[config.mk]
export PLATFORM = sky130hd
export DESIGN_NAME = tdcrc_front
export DESIGN_NICKNAME = d
export VERILOG_FILES = /design/src/rtl/tdcrc_pkg.sv /design/src/rtl/tdcrc_front.sv
export SDC_FILE = /design/constraint.sdc
export NUM_CORES = 1
export LEC_CHECK = 0
export BUFFER_PORTS_ARGS = -buffer_cell sky130_fd_sc_hd__buf_2
export CAP_MARGIN = 20
export CORE_MARGIN = 2
export CORE_UTILIZATION = 56
export DETAILED_ROUTE_END_ITERATION = 8
export GPL_TIMING_DRIVEN = 0
export PLACE_DENSITY_LB_ADDON = 0.2
export SYNTH_ARGS = -nofsm -noshare
export SYNTH_HDL_FRONTEND = slang
export SYNTH_SLANG_ARGS = --single-unit
[constraint.sdc]
create_clock -name clock -period 7.3 [get_ports clock]
set_clock_uncertainty 0.15 [all_clocks]
set_input_delay 0.365 -clock clock [delete_from_list [all_inputs] [get_ports clock]]
set_output_delay 0.365 -clock clock [all_outputs]
set_load 0.02 [all_outputs]
[src/rtl/tdcrc_pkg.sv]
`default_nettype none

package tdcrc_pkg;

   // Field and table geometry
   localparam int BYTE_BITS        = 8;
   localparam int FIELD_BITS       = 64;
   localparam int TABLE_DEPTH      = 256;
   localparam int TABLE_INDEX_BITS = 8;
   localparam int WIDTH_REG_BITS   = 4;
   localparam int SHIFT_BITS       = 7;

   // Front queue geometry
   localparam int QUEUE_DEPTH      = 2;
   localparam int QUEUE_PTR_BITS   = 1;
   localparam int QUEUE_COUNT_BITS = 2;

   // Register file
   localparam int CSR_ADDR_BITS = 3;
   localparam int CSR_DATA_BITS = 32;
   localparam logic CSR_WIDTH_IDX   = 1'b0;
   localparam logic CSR_REFLECT_IDX = 1'b1;

   localparam logic [WIDTH_REG_BITS-1:0] RESET_WIDTH_BYTES = 4'd4;
   localparam logic [WIDTH_REG_BITS-1:0] MIN_WIDTH_BYTES   = 4'd1;
   localparam logic [WIDTH_REG_BITS-1:0] MAX_WIDTH_BYTES   = 4'd8;

   // Request codes
   typedef enum logic [1:0] {
      OP_TABLE_WRITE = 2'd0,
      OP_SEED_LOAD   = 2'd1,
      OP_DATA_BYTE   = 2'd2,
      OP_NONE        = 2'd3
   } op_type;

   // One queued transaction
   typedef struct packed {
      op_type                      op;
      logic [TABLE_INDEX_BITS-1:0] table_index;
      logic [FIELD_BITS-1:0]       load_value;
      logic [BYTE_BITS-1:0]        data_byte;
      logic                        end_of_message;
   } item_type;

   typedef enum logic {
      ST_RUN    = 1'b0,
      ST_LOOKUP = 1'b1
   } back_state_type;

endpackage

`default_nettype wire

[src/rtl/tdcrc_front.sv]
`default_nettype none

module tdcrc_front (
   input  wire logic                                 clock,
   input  wire logic                                 reset,
   input  wire logic                                 req_valid,
   output logic                                      req_ready,
   input  wire logic [1:0]                           req_type,
   input  wire logic [tdcrc_pkg::TABLE_INDEX_BITS-1:0] req_table_index,
   input  wire logic [tdcrc_pkg::FIELD_BITS-1:0]     req_load_value,
   input  wire logic [tdcrc_pkg::BYTE_BITS-1:0]      req_data_byte,
   input  wire logic                                 req_end_of_message,
   output logic                                      item_valid,
   output tdcrc_pkg::item_type                       item,
   input  wire logic                                 item_take
);

   tdcrc_pkg::item_type                           entries_ff [tdcrc_pkg::QUEUE_DEPTH];
   tdcrc_pkg::item_type                           req_item;
   logic [tdcrc_pkg::QUEUE_PTR_BITS-1:0]          wr_ptr_ff, wr_ptr_in;
   logic [tdcrc_pkg::QUEUE_PTR_BITS-1:0]          rd_ptr_ff, rd_ptr_in;
   logic [tdcrc_pkg::QUEUE_COUNT_BITS-1:0]        count_ff, count_in;
   logic                                          push;
   logic                                          pop;

   // Classify the incoming transaction
   always_comb begin
      req_item.op             = tdcrc_pkg::op_type'(req_type);
      req_item.table_index    = req_table_index;
      req_item.load_value     = req_load_value;
      req_item.data_byte      = req_data_byte;
      req_item.end_of_message = req_end_of_message;
   end

   assign req_ready  = (count_ff != tdcrc_pkg::QUEUE_COUNT_BITS'(tdcrc_pkg::QUEUE_DEPTH));
   assign push       = req_valid && req_ready;
   assign pop        = item_take && item_valid;
   assign item_valid = (count_ff != '0);
   assign item       = entries_ff[rd_ptr_ff];

   // Advance pointers and occupancy
   always_comb begin
      wr_ptr_in = push ? wr_ptr_ff + 1'b1 : wr_ptr_ff;
      rd_ptr_in = pop ? rd_ptr_ff + 1'b1 : rd_ptr_ff;
      count_in  = count_ff;
      if (push && !pop) begin
         count_in = count_ff + 1'b1;
      end else if (pop && !push) begin
         count_in = count_ff - 1'b1;
      end
   end

   always_ff @(posedge clock) begin
      if (reset) begin
         wr_ptr_ff <= '0;
         rd_ptr_ff <= '0;
         count_ff  <= '0;
      end else begin
         wr_ptr_ff <= wr_ptr_in;
         rd_ptr_ff <= rd_ptr_in;
         count_ff  <= count_in;
      end
   end

   // Hold queued payload
   always_ff @(posedge clock) begin
      if (push) begin
         entries_ff[wr_ptr_ff] <= req_item;
      end
   end

endmodule

`default_nettype wire

Word-level counts from Yosys, hierarchy flattened
Memory sizes are Yosys's and may differ from the RTL's. A register that Yosys moved wholly into a read port is not among the register bits.
Cells that the tools add are included.
- reductions and logical operators: 8
- mux-type cells: 6
- add/sub/neg operators: 4
- eq/ne operators: 1
- operators with widths (kind ; number):
    1-bit logical AND ; 4
    1-bit two-way mux ; 4
    2-bit two-way mux ; 2
    2-bit nonzero test ; 2
    1-bit adder, second input constant ; 2
    2-bit by 1-bit adder with 2-bit output, second input constant ; 1
    1-bit zero test ; 2
    2-bit != test, second input constant ; 1
    2-bit by 1-bit subtractor with 2-bit output, second input constant ; 1
- memories kept: 1
- input port bits: 87
- memory bits (writable): 166
- logic and storage cells: 23
- flip-flop bits (word level): 4
- memory list (name ; words ; bits a word ; read ports ; clocked after Yosys merged registers in ; write ports ; line ; RTL):
    entries_ff ; 2 ; 83 ; 1 ; 1 ; 1 ; tdcrc_front.sv:18 ; tdcrc_pkg::item_type entries_ff [tdcrc_pkg::QUEUE_DEPTH];

Depth between registers and ports, before layout
- depth after elaboration: 6
- depth in mapped cells: 6
- depth with buffers taken out: 6

Least setup slack after synthesis
OpenSTA, ideal clock, no wires.
- path kind: reg2reg
- start: register count_ff[0] (netlist name)
- end: memory entries_ff[1][0] (netlist name), enable pin
- path slack: 3990 ps
- cell stages (with the launch flop): 3
- data arrival time: 2708 ps
- setup time: 451 ps
- cells stage by stage: dfxtp_1 > nand2b_1 > and3_1
- word-level cells in the longest chain between the ends: 4
- ends and longest elaborated chain (what ; line ; RTL):
    start: declaration ; tdcrc_front.sv:22 ; logic [tdcrc_pkg::QUEUE_COUNT_BITS-1:0] count_ff, count_in;
    start signal: assignment ; tdcrc_front.sv:61 ; count_ff <= count_in;
    2-bit != test ; tdcrc_front.sv:35 ; assign req_ready = (count_ff != tdcrc_pkg::QUEUE_COUNT_BITS'(tdcrc_pkg::QUEUE_DEPTH));
    via req_ready ; tdcrc_front.sv:7 ; output logic req_ready,
    1-bit logical AND ; tdcrc_front.sv:36 ; assign push = req_valid && req_ready;
    1-bit two-way mux ; tdcrc_front.sv:67 ; if (push) begin
    1-bit two-way mux (not written as such) ; tdcrc_front.sv:68 ; entries_ff[wr_ptr_ff] <= req_item;
    end: declaration ; tdcrc_front.sv:18 ;
The timed path passes the listed nets, and every way through them passes these cells.

==> results by group <==
Critical path
  • Reg2Reg Capture Point: entries_ff[1][40]$_DFFE_PP_
  • RR Startpoint: count_ff[0]$_SDFFE_PP0P_
  • Critical Path AT: between 1.5 and 2 ns
  • Worst-path maximum fanout: 10
  • Worst endpoint required time: approximately 6.8 ns
  • Worst r2r path cells: 3
  • Reg-to-reg slack, setup: roughly 5.3 ns
  • Worst Setup Path Type: reg2out
  • CP Launch Type: flip-flop
  • Worst setup EP type: output port

Global routing
  • All-Layer GR Usage: 21.0%
  • First-pass GRT wire length: between 15,000 and 20,000 µm
  • Global route overflow: 0
  • Initial antenna violation count: 0
  • Vias in the first global route: 3,806
  • Maximum number of pins on one net before global-route repair: 56

Clock tree
  • Resize count post-CTS: 0
  • TritonCTS Buffers: 17
  • Max H-tree Level: 4
  • TritonCTS clock tree: built
  • Worst-skew pair later-pin latency: 0.52 ns
  • Clk root buf: clkbuf_8
  • CTS sink cnt: around 170
  • Worst-path clk slew: approximately 0.060 ns
  • Clk buf depth: 2

Worst hold path
  • WHS Endpoint: wr_ptr_ff$_SDFFE_PP0P_
  • Hold wc startpoint: req_valid
  • Hold Crit Depth: 3
  • HP Class: in2reg

Logic synthesis
  • Avg Cell Area, Syn: roughly 22 µm²
  • Synth Area in Compound Gates: 0.482%
  • Number of library cell types mapped by synthesis: 19
  • Adder-Cell Fraction of Synth Area: less than 1%
  • Post-synth EDFFs: 166
  • Post-synthesis mux area share: between 10% and 20%
  • Ys Warns: 0
  • Synth Area in XOR/XNOR: less than 1%
  • Dominant synthesized flop cell: edfxtp_1
  • Post-Syn Instances: ~280
  • Post-Syn Area: between 6000 and 7000 µm²
  • List of most frequent post-synthesis cells: edfxtp_1 (166), mux2_2 (83), buf_6 (7)
  • Yosys top cell area share: about four fifths
  • Area contributors post-synth: edfxtp_1 (80%), mux2_2 (15%), dfxtp_1 (1.6%)
  • Sequential-to-total area share from yosys stat: between 80% and 90%
  • Ys async rst share: 0%
  • Syn_nets: between 300 and 400
  • Post-synthesis simple-gate area fraction: 0.803%
  • Seq cells post-synth: approximately 170
  • Largest family of logic cells by synthesized area: multiplexers
  • Leading area contributor after synthesis: edfxtp_1
  • Cell with the most instances after synthesis: edfxtp_1

Die
  • Initial core utilization: around 58%
  • Die area: approximately 12,000 µm²
  • Core Area: about 11,000 µm²
  • Die Width: 110 µm
  • Die Y: between 100 and 150 µm
  • FP Rows: 38
  • I/O pin cnt: 172

Final layout
  • Syn-to-layout area delta: 39.8%
  • Design area: 8720 µm²
  • Final Util: about four fifths
  • Filler instances: 608
  • FF+latch area: between 5000 and 6000 µm²
  • Multi-input logic area: ~1100 µm²
  • # nets final: about 650
  • Number of diodes: 0
  • Layout cells sized above 1: 51.7%

Detailed routing
  • Vias: between 3k and 4k
  • Top Layer Used: met4
  • Drt pass-1 iters: 4
  • DR iter-0 viols: ~180
  • Met2 routed WL: between 6000 and 7000 µm
  • Residual DRC count: 0
  • DR WL/cell: 17.4 µm
  • WL met3: between 800 and 900 µm
  • Overall routed net length: ~12,000 µm
  • Final ANT Viol Nets: 0
  • Metal-1 WL: between 4000 and 5000 µm
  • Vias per cell: approximately 5.0

Power
  • Worst IR Drop VDD: 197 µV
  • LEAKAGE: between 3 and 4 nW
  • Comb pwr share: ~28%
  • Sequential share of power: between 40% and 50%
  • Int Pwr: just over 2 mW
  • Switching Fraction: between 20% and 30%
  • Cell Pwr Density: 333 nW/µm²
  • Net Sw Power: roughly 0.85 mW
  • Clock power frac: ~28%

Timing
  • Slew headroom: between 60% and 70%
  • Hold slack: 0.0336 ns
  • Setup TNS: 0 ns
  • Fin crit share: 31.4%
  • Final min period: roughly 2.3 ns
  • RSZ-0062 raised after global routing: no
  • Final WS setup: roughly 5 ns
  • Final Hold Viols: 0
  • Final setup fails: 0
  • Max-slew violations: 0
  • Max Freq: about 440 MHz
  • Worst-margin pin slew: 0.568 ns

Placed design
  • Hpwl dp: about 7300 µm
  • Setup WS pre-CTS: between 5 and 6 ns
  • GPL Wtd Cong: 0.708
  • Placement Cell Area: around 7300 µm²
  • Port Buf Inserts: between 150 and 200

Run
  • Max_cap viols: 0

Run status
  • Status: finished clean
-- power groups by stage --
| stage | logic, mW | registers [mW] | clock network (mW) |
|---|---|---|---|
| 6_report | 0.824 | 1.26 | 0.825 |
| 5_1_grt | 0.882 | 1.27 | 0.882 |
| 4_1_cts | 0.831 | 1.26 | 0.843 |
| 3_5_place_dp | 0.791 | 1.28 | 0 |
| 3_3_place_gp | 0.761 | 1.29 | 0 |
| 2_1_floorplan | 0.540 | 1.28 | 0 |
-- layout by cell type (no fill, tap or decap), drive strengths merged --
cell and n:
ha 1, a21bo 1, nand2b 1, dlygate4sd3 84, clkinvlp 4, xor2 3
dfxtp 5, and3 1, edfxtp 166, mux2 83, nor2 3, or3 1
bufinv 2, and2 1, buf 182, a21oi 2, inv 1, clkbuf 19
clkinv 7, o21ai 2, or2 1, nand3b 1
-- metal layers --
metal  vias up  track usage (%)
met5         -                0
met4         0             7.32
met3        21             8.12
met2       143             37.1
met1      1724             23.1
li1       1676                -
-- repair_timing --
action | 4_1_cts | 5_1_grt
setup endpoints to repair | 0 | 0
buffers inserted | 0 | 0
hold buffers | 84 | 0
hold endpoints to repair | 171 | 0
-- flip-flops by register name, indices dropped and copies added (netlist names), named ones only --
name,count
entries_ff,166
count_ff,2
rd_ptr_ff,1
wr_ptr_ff,1
-- worst max-delay path: stages (launching register included) --
cell	delay, ns
dfxtp_1	0.32
buf_4	0.22
buf_6	0.19
mux2_2	0.35
buf_2	0.17
-- stage by stage --
step,instances,power (mW)
after detailed placement,595,2.07
after global placement,593,2.05
after global routing,711,3.03
after floorplan,282,1.82
final,711,2.91
after CTS,711,2.93
-- cell families (layout without fill, tap and decap cells) --
group	Yosys count	after routing
xor+xnor	3	3
fa+ha+maj	1	1
buf+inv	10	299
simple gates	9	9
compound gates	5	5
mux	83	83
flops	171	171
-- layout make-up --
class                   count  share of cell area, %
clock buffers              19                   4.84
inverters                   1                 0.0718
clock inverters            13                   1.46
multi-input cells         101                   12.1
plain buffers               9                   1.05
well taps                 140                   2.01
flip-flops and latches    171                   58.3
repair buffers            257                   20.1
-- worst max path at each step --
stage | start | to | cells after the start
after floorplan | count_ff[0]$_SDFFE_PP0P_ | entries_ff[1][0]$_DFFE_PP_ | 2
after global placement | count_ff[0]$_SDFFE_PP0P_ | entries_ff[1][3]$_DFFE_PP_ | 2
after detailed placement | count_ff[0]$_SDFFE_PP0P_ | entries_ff[1][10]$_DFFE_PP_ | 3
after CTS | flip-flop | item[0] | 4
after global routing | flip-flop | item[66] | 4
final | flip-flop | item[65] | 4
(Power assumes the default switching activity.)
